**config.mk**
```make
export PLATFORM = sky130hd
export DESIGN_NAME = delta_sign_health_tests
export DESIGN_NICKNAME = d
export VERILOG_FILES = /design/src/rtl/core/dsht_pkg.sv /design/src/rtl/core/dsht_csr.sv /design/src/rtl/core/dsht_tests.sv /design/src/rtl/core/delta_sign_health_tests.sv
export SDC_FILE = /design/constraint.sdc
export NUM_CORES = 1
export LEC_CHECK = 0
export ABC_AREA = 0
export CAP_MARGIN = 0
export CORE_MARGIN = 4
export CORE_UTILIZATION = 58
export DETAILED_ROUTE_END_ITERATION = 7
export DONT_BUFFER_PORTS = 1
export PLACE_DENSITY = 0.76
export SYNTH_ARGS = -nofsm -noshare
export SYNTH_HDL_FRONTEND = slang
export SYNTH_SLANG_ARGS = --single-unit
```
**constraint.sdc**
```tcl
create_clock -name clock -period 3.55 [get_ports clock]
set_input_delay 0.5325 -clock clock [delete_from_list [all_inputs] [get_ports clock]]
set_output_delay 0.5325 -clock clock [all_outputs]
set_load 0.02 [all_outputs]
```
**src/rtl/core/dsht_pkg.sv**
```systemverilog
`default_nettype none

package dsht_pkg;

   // Counter ceiling shared by the run and window counters
   localparam logic [15:0] CNT_MAX = 16'hFFFF;

   // Register map: index = paddr[3:2]
   localparam int unsigned CSR_ADDR_W = 4;
   localparam logic [1:0] REG_SIGNED_SAMPLES = 2'd0;
   localparam logic [1:0] REG_RCT_CUTOFF     = 2'd1;
   localparam logic [1:0] REG_APT_WINDOW     = 2'd2;
   localparam logic [1:0] REG_APT_CUTOFF     = 2'd3;

   // Reset values of the registers
   localparam logic        RST_SIGNED_SAMPLES = 1'b1;
   localparam logic [15:0] RST_RCT_CUTOFF     = 16'd21;
   localparam logic [15:0] RST_APT_WINDOW     = 16'd1024;
   localparam logic [15:0] RST_APT_CUTOFF     = 16'd589;

   typedef struct packed {
      logic        signed_samples;
      logic [15:0] rct_cutoff;
      logic [15:0] apt_window;
      logic [15:0] apt_cutoff;
   } cfg_type;

   typedef struct packed {
      logic [15:0] sample;
      logic        block_start;
   } req_type;

   typedef struct packed {
      logic bit_valid;
      logic raw_bit;
      logic rct_fail;
      logic apt_fail;
   } rsp_type;

   // Saturating increment of a 16-bit counter
   function automatic logic [15:0] sat_inc(input logic [15:0] v);
      logic [15:0] r;
      if (v == CNT_MAX) begin
         r = CNT_MAX;
      end else begin
         r = v + 16'd1;
      end
      return r;
   endfunction

endpackage

`default_nettype wire

```
**src/rtl/core/dsht_csr.sv**
```systemverilog
`default_nettype none

module dsht_csr (
   input  wire logic                                 clock,
   input  wire logic                                 reset,
   input  wire logic                                 csr_psel,
   input  wire logic                                 csr_penable,
   input  wire logic                                 csr_pwrite,
   input  wire logic [dsht_pkg::CSR_ADDR_W-1:0]      csr_paddr,
   input  wire logic [31:0]                          csr_pwdata,
   output logic [31:0]                               csr_prdata,
   output logic                                      csr_pready,
   output dsht_pkg::cfg_type                         cfg,
   output logic                                      clear_tests
);

   dsht_pkg::cfg_type cfg_ff;
   dsht_pkg::cfg_type cfg_in;
   logic              wr_en;
   logic [1:0]        reg_idx;

   assign csr_pready = 1'b1;
   assign wr_en      = csr_psel & csr_penable & csr_pwrite;
   assign reg_idx    = csr_paddr[3:2];

   // Every in-range write also clears the health test state
   assign clear_tests = wr_en;
   assign cfg         = cfg_ff;

   // Register write decode
   always_comb begin
      cfg_in = cfg_ff;
      if (wr_en) begin
         unique case (reg_idx)
            dsht_pkg::REG_SIGNED_SAMPLES: cfg_in.signed_samples = csr_pwdata[0];
            dsht_pkg::REG_RCT_CUTOFF:     cfg_in.rct_cutoff     = csr_pwdata[15:0];
            dsht_pkg::REG_APT_WINDOW:     cfg_in.apt_window     = csr_pwdata[15:0];
            dsht_pkg::REG_APT_CUTOFF:     cfg_in.apt_cutoff     = csr_pwdata[15:0];
            default:                      cfg_in = cfg_ff;
         endcase
      end
   end

   always_ff @(posedge clock) begin
      if (reset) begin
         cfg_ff.signed_samples <= dsht_pkg::RST_SIGNED_SAMPLES;
         cfg_ff.rct_cutoff     <= dsht_pkg::RST_RCT_CUTOFF;
         cfg_ff.apt_window     <= dsht_pkg::RST_APT_WINDOW;
         cfg_ff.apt_cutoff     <= dsht_pkg::RST_APT_CUTOFF;
      end else begin
         cfg_ff <= cfg_in;
      end
   end

   // Read back
   always_comb begin
      unique case (reg_idx)
         dsht_pkg::REG_SIGNED_SAMPLES: csr_prdata = {31'd0, cfg_ff.signed_samples};
         dsht_pkg::REG_RCT_CUTOFF:     csr_prdata = {16'd0, cfg_ff.rct_cutoff};
         dsht_pkg::REG_APT_WINDOW:     csr_prdata = {16'd0, cfg_ff.apt_window};
         dsht_pkg::REG_APT_CUTOFF:     csr_prdata = {16'd0, cfg_ff.apt_cutoff};
         default:                      csr_prdata = 32'd0;
      endcase
   end

endmodule

`default_nettype wire

```
**src/rtl/core/dsht_tests.sv**
```systemverilog
`default_nettype none

module dsht_tests (
   input  wire logic               clock,
   input  wire logic               reset,
   input  wire logic               clear_tests,
   input  wire logic               advance,
   input  wire dsht_pkg::req_type  item,
   input  wire dsht_pkg::cfg_type  cfg,
   output dsht_pkg::rsp_type       result
);

   logic [15:0] prev_sample_ff, prev_sample_in;
   logic        have_prev_ff, have_prev_in;
   logic        run_valid_ff, run_valid_in;
   logic        run_bit_ff, run_bit_in;
   logic [15:0] run_len_ff, run_len_in;
   logic        win_ref_ff, win_ref_in;
   logic [15:0] win_match_ff, win_match_in;
   logic [15:0] win_pos_ff, win_pos_in;

   logic        make_bit;
   logic [15:0] cmp_a, cmp_b;
   logic        raw_bit;
   logic [15:0] run_len_new;
   logic [15:0] match_new;
   logic [15:0] pos_new;

   // A block start, or no kept sample yet, only primes the comparison
   assign make_bit = ~item.block_start & have_prev_ff;

   // Flip the sign bit so two's complement order becomes unsigned order
   assign cmp_a   = item.sample   ^ {cfg.signed_samples, 15'd0};
   assign cmp_b   = prev_sample_ff ^ {cfg.signed_samples, 15'd0};
   assign raw_bit = cmp_a > cmp_b;

   always_comb begin
      prev_sample_in = prev_sample_ff;
      have_prev_in   = have_prev_ff;
      run_valid_in   = run_valid_ff;
      run_bit_in     = run_bit_ff;
      run_len_in     = run_len_ff;
      win_ref_in     = win_ref_ff;
      win_match_in   = win_match_ff;
      win_pos_in     = win_pos_ff;
      result         = '0;
      run_len_new    = 16'd1;
      match_new      = win_match_ff;
      pos_new        = dsht_pkg::sat_inc(win_pos_ff);

      if (advance) begin
         prev_sample_in = item.sample;
         have_prev_in   = 1'b1;
         if (make_bit) begin
            result.bit_valid = 1'b1;
            result.raw_bit   = raw_bit;

            // Repetition count test
            if (run_valid_ff && (raw_bit == run_bit_ff)) begin
               run_len_new = dsht_pkg::sat_inc(run_len_ff);
            end
            run_valid_in    = 1'b1;
            run_bit_in      = raw_bit;
            run_len_in      = run_len_new;
            result.rct_fail = run_len_new >= cfg.rct_cutoff;

            // Adaptive proportion test
            if (win_pos_ff == 16'd0) begin
               win_ref_in   = raw_bit;
               win_match_in = 16'd1;
               win_pos_in   = 16'd1;
            end else begin
               if (raw_bit == win_ref_ff) begin
                  match_new = dsht_pkg::sat_inc(win_match_ff);
               end
               win_match_in    = match_new;
               result.apt_fail = match_new >= cfg.apt_cutoff;
               win_pos_in      = (pos_new >= cfg.apt_window) ? 16'd0 : pos_new;
            end
         end
      end

      // Register writes restart both tests; the kept sample stays
      if (clear_tests) begin
         run_valid_in = 1'b0;
         run_bit_in   = 1'b0;
         run_len_in   = 16'd0;
         win_ref_in   = 1'b0;
         win_match_in = 16'd0;
         win_pos_in   = 16'd0;
      end
   end

   always_ff @(posedge clock) begin
      if (reset) begin
         prev_sample_ff <= 16'd0;
         have_prev_ff   <= 1'b0;
         run_valid_ff   <= 1'b0;
         run_bit_ff     <= 1'b0;
         run_len_ff     <= 16'd0;
         win_ref_ff     <= 1'b0;
         win_match_ff   <= 16'd0;
         win_pos_ff     <= 16'd0;
      end else begin
         prev_sample_ff <= prev_sample_in;
         have_prev_ff   <= have_prev_in;
         run_valid_ff   <= run_valid_in;
         run_bit_ff     <= run_bit_in;
         run_len_ff     <= run_len_in;
         win_ref_ff     <= win_ref_in;
         win_match_ff   <= win_match_in;
         win_pos_ff     <= win_pos_in;
      end
   end

endmodule

`default_nettype wire

```
**src/rtl/core/delta_sign_health_tests.sv**
```systemverilog
// Delta-sign raw bit source with repetition count and adaptive proportion tests.
//
// Input channel (req_*): one 16-bit noise sample per item plus block_start.
// An item is taken on a clock edge where req_valid is high and req_stall low.
// Result channel (rsp_*): exactly one result item per input item, in order.
// A block start (or the first sample after reset) returns bit_valid 0.
//
// An accepted item passes the input register, then the result register.
// Throughput: one item per cycle while rsp_stall is low; the compare and
// both counter updates sit between those two registers.
//
// When the receiver holds rsp_stall, the result register keeps its item and
// the input register can still take one more; req_stall rises only once both
// are full. Reset empties the pipeline, restores the register defaults and
// clears all test state. A register write (APB, csr_*) restarts both tests
// and keeps the last sample; write only while the block is idle.
`default_nettype none

module delta_sign_health_tests (
   input  wire logic                             clock,
   input  wire logic                             reset,
   // sample input
   input  wire logic                             req_valid,
   output logic                                  req_stall,
   input  wire logic [15:0]                      req_sample,
   input  wire logic                             req_block_start,
   // result output
   output logic                                  rsp_valid,
   input  wire logic                             rsp_stall,
   output logic                                  rsp_bit_valid,
   output logic                                  rsp_raw_bit,
   output logic                                  rsp_rct_fail,
   output logic                                  rsp_apt_fail,
   // register port
   input  wire logic                             csr_psel,
   input  wire logic                             csr_penable,
   input  wire logic                             csr_pwrite,
   input  wire logic [dsht_pkg::CSR_ADDR_W-1:0]  csr_paddr,
   input  wire logic [31:0]                      csr_pwdata,
   output logic [31:0]                           csr_prdata,
   output logic                                  csr_pready
);

   dsht_pkg::cfg_type cfg;
   logic              clear_tests;

   logic              in_valid_ff, in_valid_in;
   dsht_pkg::req_type in_item_ff, in_item_in;
   logic              out_valid_ff, out_valid_in;
   dsht_pkg::rsp_type out_item_ff, out_item_in;
   dsht_pkg::rsp_type result;

   logic              advance;
   logic              out_free;
   logic              req_take;

   dsht_csr u_csr (
      .clock       (clock),
      .reset       (reset),
      .csr_psel    (csr_psel),
      .csr_penable (csr_penable),
      .csr_pwrite  (csr_pwrite),
      .csr_paddr   (csr_paddr),
      .csr_pwdata  (csr_pwdata),
      .csr_prdata  (csr_prdata),
      .csr_pready  (csr_pready),
      .cfg         (cfg),
      .clear_tests (clear_tests)
   );

   dsht_tests u_tests (
      .clock       (clock),
      .reset       (reset),
      .clear_tests (clear_tests),
      .advance     (advance),
      .item        (in_item_ff),
      .cfg         (cfg),
      .result      (result)
   );

   // Pipeline flow control
   assign out_free  = ~out_valid_ff | ~rsp_stall;
   assign advance   = in_valid_ff & out_free;
   assign req_stall = in_valid_ff & ~out_free;
   assign req_take  = req_valid & ~req_stall;

   always_comb begin
      in_valid_in  = in_valid_ff;
      in_item_in   = in_item_ff;
      out_valid_in = out_valid_ff;
      out_item_in  = out_item_ff;
      if (out_free) begin
         out_valid_in = in_valid_ff;
         out_item_in  = result;
      end
      if (~req_stall) begin
         in_valid_in = req_valid;
         if (req_take) begin
            in_item_in.sample      = req_sample;
            in_item_in.block_start = req_block_start;
         end
      end
   end

   always_ff @(posedge clock) begin
      if (reset) begin
         in_valid_ff  <= 1'b0;
         out_valid_ff <= 1'b0;
      end else begin
         in_valid_ff  <= in_valid_in;
         out_valid_ff <= out_valid_in;
      end
   end

   // Payload registers
   always_ff @(posedge clock) begin
      in_item_ff  <= in_item_in;
      out_item_ff <= out_item_in;
   end

   assign rsp_valid     = out_valid_ff;
   assign rsp_bit_valid = out_item_ff.bit_valid;
   assign rsp_raw_bit   = out_item_ff.raw_bit;
   assign rsp_rct_fail  = out_item_ff.rct_fail;
   assign rsp_apt_fail  = out_item_ff.apt_fail;

   // Checks
   a_reset_empties: assert property (@(posedge clock) reset |=> !rsp_valid && !in_valid_ff)
      else $error("pipeline not empty after reset");

   a_stall_only_full: assert property (@(posedge clock) disable iff (reset)
      req_stall |-> in_valid_ff && out_valid_ff && rsp_stall)
      else $error("input stalled with room in the pipeline");

   a_no_bit_no_flags: assert property (@(posedge clock) disable iff (reset)
      rsp_valid && !rsp_bit_valid |-> !rsp_raw_bit && !rsp_rct_fail && !rsp_apt_fail)
      else $error("result flags set without a raw bit");

   a_stage_moves: assert property (@(posedge clock) disable iff (reset)
      in_valid_ff && !req_stall && !req_valid |=> rsp_valid && !in_valid_ff)
      else $error("input stage item lost");

endmodule

`default_nettype wire
```
==> run_results.csv <==
group,metric,value,unit
clocking,clkTransAtPathRegs,0.06,ns
floorplanning,design.core.area,0.0141,mm2
global_route,grt.overflow.total,0,
critical_path,r2r-end,"rsp_rct_fail$_SDFFCE_PN0N_",
finish,area_delta_synth_final,14.2,%
timing,finClkSkew,0.00994,ns
timing,relSlewSlack,48.9,%
placed_design,dp_slack,-0.276,ns
floorplanning,die-area,0.0167,mm2
routing,wl,22100,um
synthesis,syn_area,0.00850,mm2
finish,final_cells,1283,
global_route,grt_first_pass_wirelength,35900,um
synthesis,synth_top_area_cell,"dfxtp_1",
timing,setup-tns-final,-0.329,ns
clocking,cts_tree,"done",
clocking,cts_buffer_depth,2,
floorplanning,chipHeight,129,um
placed_design,gp_congestion,0.921,
timing,hold_violations,0,
routing,drc,0,
timing,rsz0062_at_grt,"true",
finish,fillers,1147,
critical_path,crit_path_start_kind,"flop",
floorplanning,rows,43,
clocking,clock-sinks,140,
critical_path,critPathCaptureType,"flop",
global_route,grt_antenna_before_repair,0,
synthesis,ys_ff_latch,140,
clocking,worstSkewPairLatency,0.43,ns
synthesis,synth.yosys.seq_area_share,35.4,%
synthesis,avgSynthCellArea,8.00,um2
global_route,grt_max_degree,71,
finish,n_antenna_cell,0,
routing,vias,7636,
routing,routedWlPerCell,17.2,um
floorplanning,ios,99,
routing,dr.first_iter.drc_count,582,
synthesis,synthDistinctLibCells,74,
critical_path,arrival,3.92,ns
critical_path,ff2ff_path_depth,16,
synthesis,yosys.area.top_type_share,28.0,%
placed_design,io_buffer_count,0,
power_and_ir_drop,ir_worst_vdd,343,uV
timing,max_freq,267,MHz
synthesis,synthArstFlopShare,0,%
global_route,gr-usage-all-layers,27.0,%
timing,tightest_slew,0.767,ns
global_route,grtUsageMet2,45.8,%
placed_design,placed_cells,1245,
global_route,grt.busiest_layer,"met2",
finish,final_common_cell,"nand2_1",
synthesis,ys.warnings.count,0,
timing,period_minus_slack,3.74,ns
placed_design,hpwl,15800,um
timing,slew_violations,0,
routing,viasPerCell,5.95,
global_route,grtUsageMet1,34.1,%
run_status,violations,"setup timing",
critical_path,r2r-start,"in_item_ff[16]$_DFFE_PP_",
timing,setup_slack,-0.193,ns
floorplanning,die_w,129,um
finish,fin_nets,1219,
run_status,status,"finished with violations",
floorplanning,start_util,60.3,%
power_and_ir_drop,power.leakage,3.83,nW
critical_path,path_class,"reg2reg",
global_route,grtUsageMet3,4.86,%
synthesis,syn_inst,1063,
synthesis,synth_edf_count,21,
synthesis,yosys_most_used_dff,"dfxtp_1",
synthesis,synthTopCellsByArea,"dfxtp_1 (28%), ha_1 (10%), nand2_1 (8.8%), edfxtp_1 (7.4%), a21oi_1 (7.1%)",
critical_path,cp-startpoint,"in_item_ff[16]$_DFFE_PP_",
finish,drive_gt1_share,13.9,%
run,maxCapViolCount,0,
critical_path,r2r_setup_slack,-0.19,ns
timing,setup_viol_count_final,2,
global_route,grt_pass1_vias,7248,
routing,dr.pass1.iters,5,
clocking,root_buffer,"clkbuf_16",
critical_path,crit_path_end,"rsp_rct_fail$_SDFFCE_PN0N_",
finish,layout_common_cells,"nand2_1 (199), dfxtp_1 (119), a21oi_1 (112)",
power_and_ir_drop,p_per_area,388,mW/mm2
power_and_ir_drop,p_total,0.00377,W
clocking,cts_buffers,17,
timing,finalCritPeriodShare,105,%
min_path,hold_class,"in2reg",
critical_path,worstPathRequired,3.72,ns
clocking,cts_max_level,4,
critical_path,cp_max_fo,7,
routing,final_antenna_net_count,0,
==> what timing repair did <==
| action | CTS | global route |
|---|---|---|
| buffers inserted | 7 | 0 |
| endpoints found under the hold margin | 0 | 0 |
| resized for setup | 22 | 23 |
| hold buffers | 0 | 0 |
| endpoints found under the setup margin | 2 | 18 |
| pin swaps | 21 | 8 |
| gates cloned | 0 | 1 |
==> metal layers <==
layer	vias to the layer above	wire length (um)
met3	46	1270
met4	0	548
met5	-	0
met1	3556	9550
met2	269	10700
li1	3765	-
==> cell usage after synthesis, drive strengths merged (6+ instances only) <==
| cell type | number |
|---|---|
| a211oi | 6 |
| a21o | 12 |
| a21oi | 120 |
| a22o | 28 |
| a311oi | 8 |
| a31oi | 15 |
| and2 | 11 |
| and3 | 16 |
| buf | 36 |
| clkbuf | 40 |
| dfxtp | 119 |
| edfxtp | 21 |
| ha | 68 |
| inv | 70 |
| mux2 | 6 |
| nand2 | 199 |
| nand2b | 12 |
| nand3 | 34 |
| nand3b | 9 |
| nand4 | 13 |
| nor2 | 52 |
| nor2b | 7 |
| nor3 | 15 |
| o21a | 7 |
| o21ai | 43 |
| o31ai | 14 |
| xnor2 | 14 |
| xor2 | 7 |
==> final cells by class <==
type                    instances  area [um2]  area share (%)
multi-input cells             792        5080            52.4
clock buffers                  18         429            4.42
flip-flops and latches        140        3010            31.0
clock inverters                13         141            1.46
well taps                     180         225            2.32
repair buffers                 70         557            5.73
inverters                      70         263            2.71
==> state kept, by name (all words and copies together), names as in the netlist <==
| signal | count |
|---|---|
| u_tests.win_pos_ff | 16 |
| rsp_apt_fail | 1 |
| rsp_raw_bit | 1 |
| u_tests.prev_sample_ff | 16 |
| u_csr.cfg | 49 |
| u_tests.have_prev_ff | 1 |
| u_tests.run_valid_ff | 1 |
| u_tests.win_match_ff | 16 |
| in_valid_ff | 1 |
| rsp_rct_fail | 1 |
| rsp_valid | 1 |
| rsp_bit_valid | 1 |
| u_tests.run_len_ff | 16 |
| u_tests.win_ref_ff | 1 |
| in_item_ff | 17 |
| u_tests.run_bit_ff | 1 |
==> stage by stage <==
stage          utilization [%]  hold WS (ns)  area, um2
2_1_floorplan                -         0.436       8580
3_5_place_dp              63.0         0.440       8890
3_3_place_gp              63.0         0.436       8890
6_report                  68.9         0.179       9710
4_1_cts                   68.2         0.162       9610
5_1_grt                   68.9         0.168       9710
==> kinds of logic (layout without fill, tap and decap cells) <==
kind of cell | after synthesis | in the layout | synth area share (%)
buffers and inverters | 146 | 171 | 7.68
and+or+nand+nor | 392 | 392 | 21.6
DFF | 140 | 140 | 35.4
xor gates and xnor gates | 21 | 21 | 2.25
other | 2 | 17 | 0.0883
adders and majority gates | 68 | 68 | 10.0
AOI/OAI and AO/OA | 283 | 283 | 21.2
muxes | 11 | 11 | 1.72
==> power breakdown <==
| part | switching, W | leakage, nW | total (W) | internal, W |
|---|---|---|---|---|
| registers | 0.0000244 | 1.18 | 0.00167 | 0.00164 |
| clock network | 0.000708 | 0.275 | 0.00174 | 0.00103 |
| logic | 0.000213 | 2.37 | 0.000357 | 0.000144 |
==> critical path, cell delays in order, from the launching register on <==
cell	delay, ns
edfxtp_1	0.42
xor2_1	0.17
ha_1	0.34
nand4_4	0.12
nor3_2	0.24
o31ai_2	0.12
a31oi_4	0.22
mux2_4	0.36
buf_4	0.17
nor2_2	0.09
ha_1	0.25
a21o_1	0.19
a21oi_2	0.12
nor2_1	0.08
or3b_4	0.41
nor2_1	0.11
a21oi_1	0.06
==> worst min path at each step <==
stage                                                start                                     end  slack (ns)  cells after the start
CTS                                                  reset  u_tests.prev_sample_ff[9]$_SDFFE_PP0P_        0.16                      1
detailed placement  u_tests.prev_sample_ff[4]$_SDFFE_PP0P_  u_tests.prev_sample_ff[4]$_SDFFE_PP0P_        0.44                      2
finish                                               reset                  rsp_valid$_SDFFE_PP0N_        0.18                      1
global placement    u_tests.prev_sample_ff[5]$_SDFFE_PP0P_  u_tests.prev_sample_ff[5]$_SDFFE_PP0P_        0.44                      2
global route                                         reset  u_tests.prev_sample_ff[9]$_SDFFE_PP0P_        0.17                      1
floorplan                       u_csr.cfg[33]$_SDFFE_PP0P_              u_csr.cfg[33]$_SDFFE_PP0P_        0.44                      2
Power figures use the tool's default switching activity.
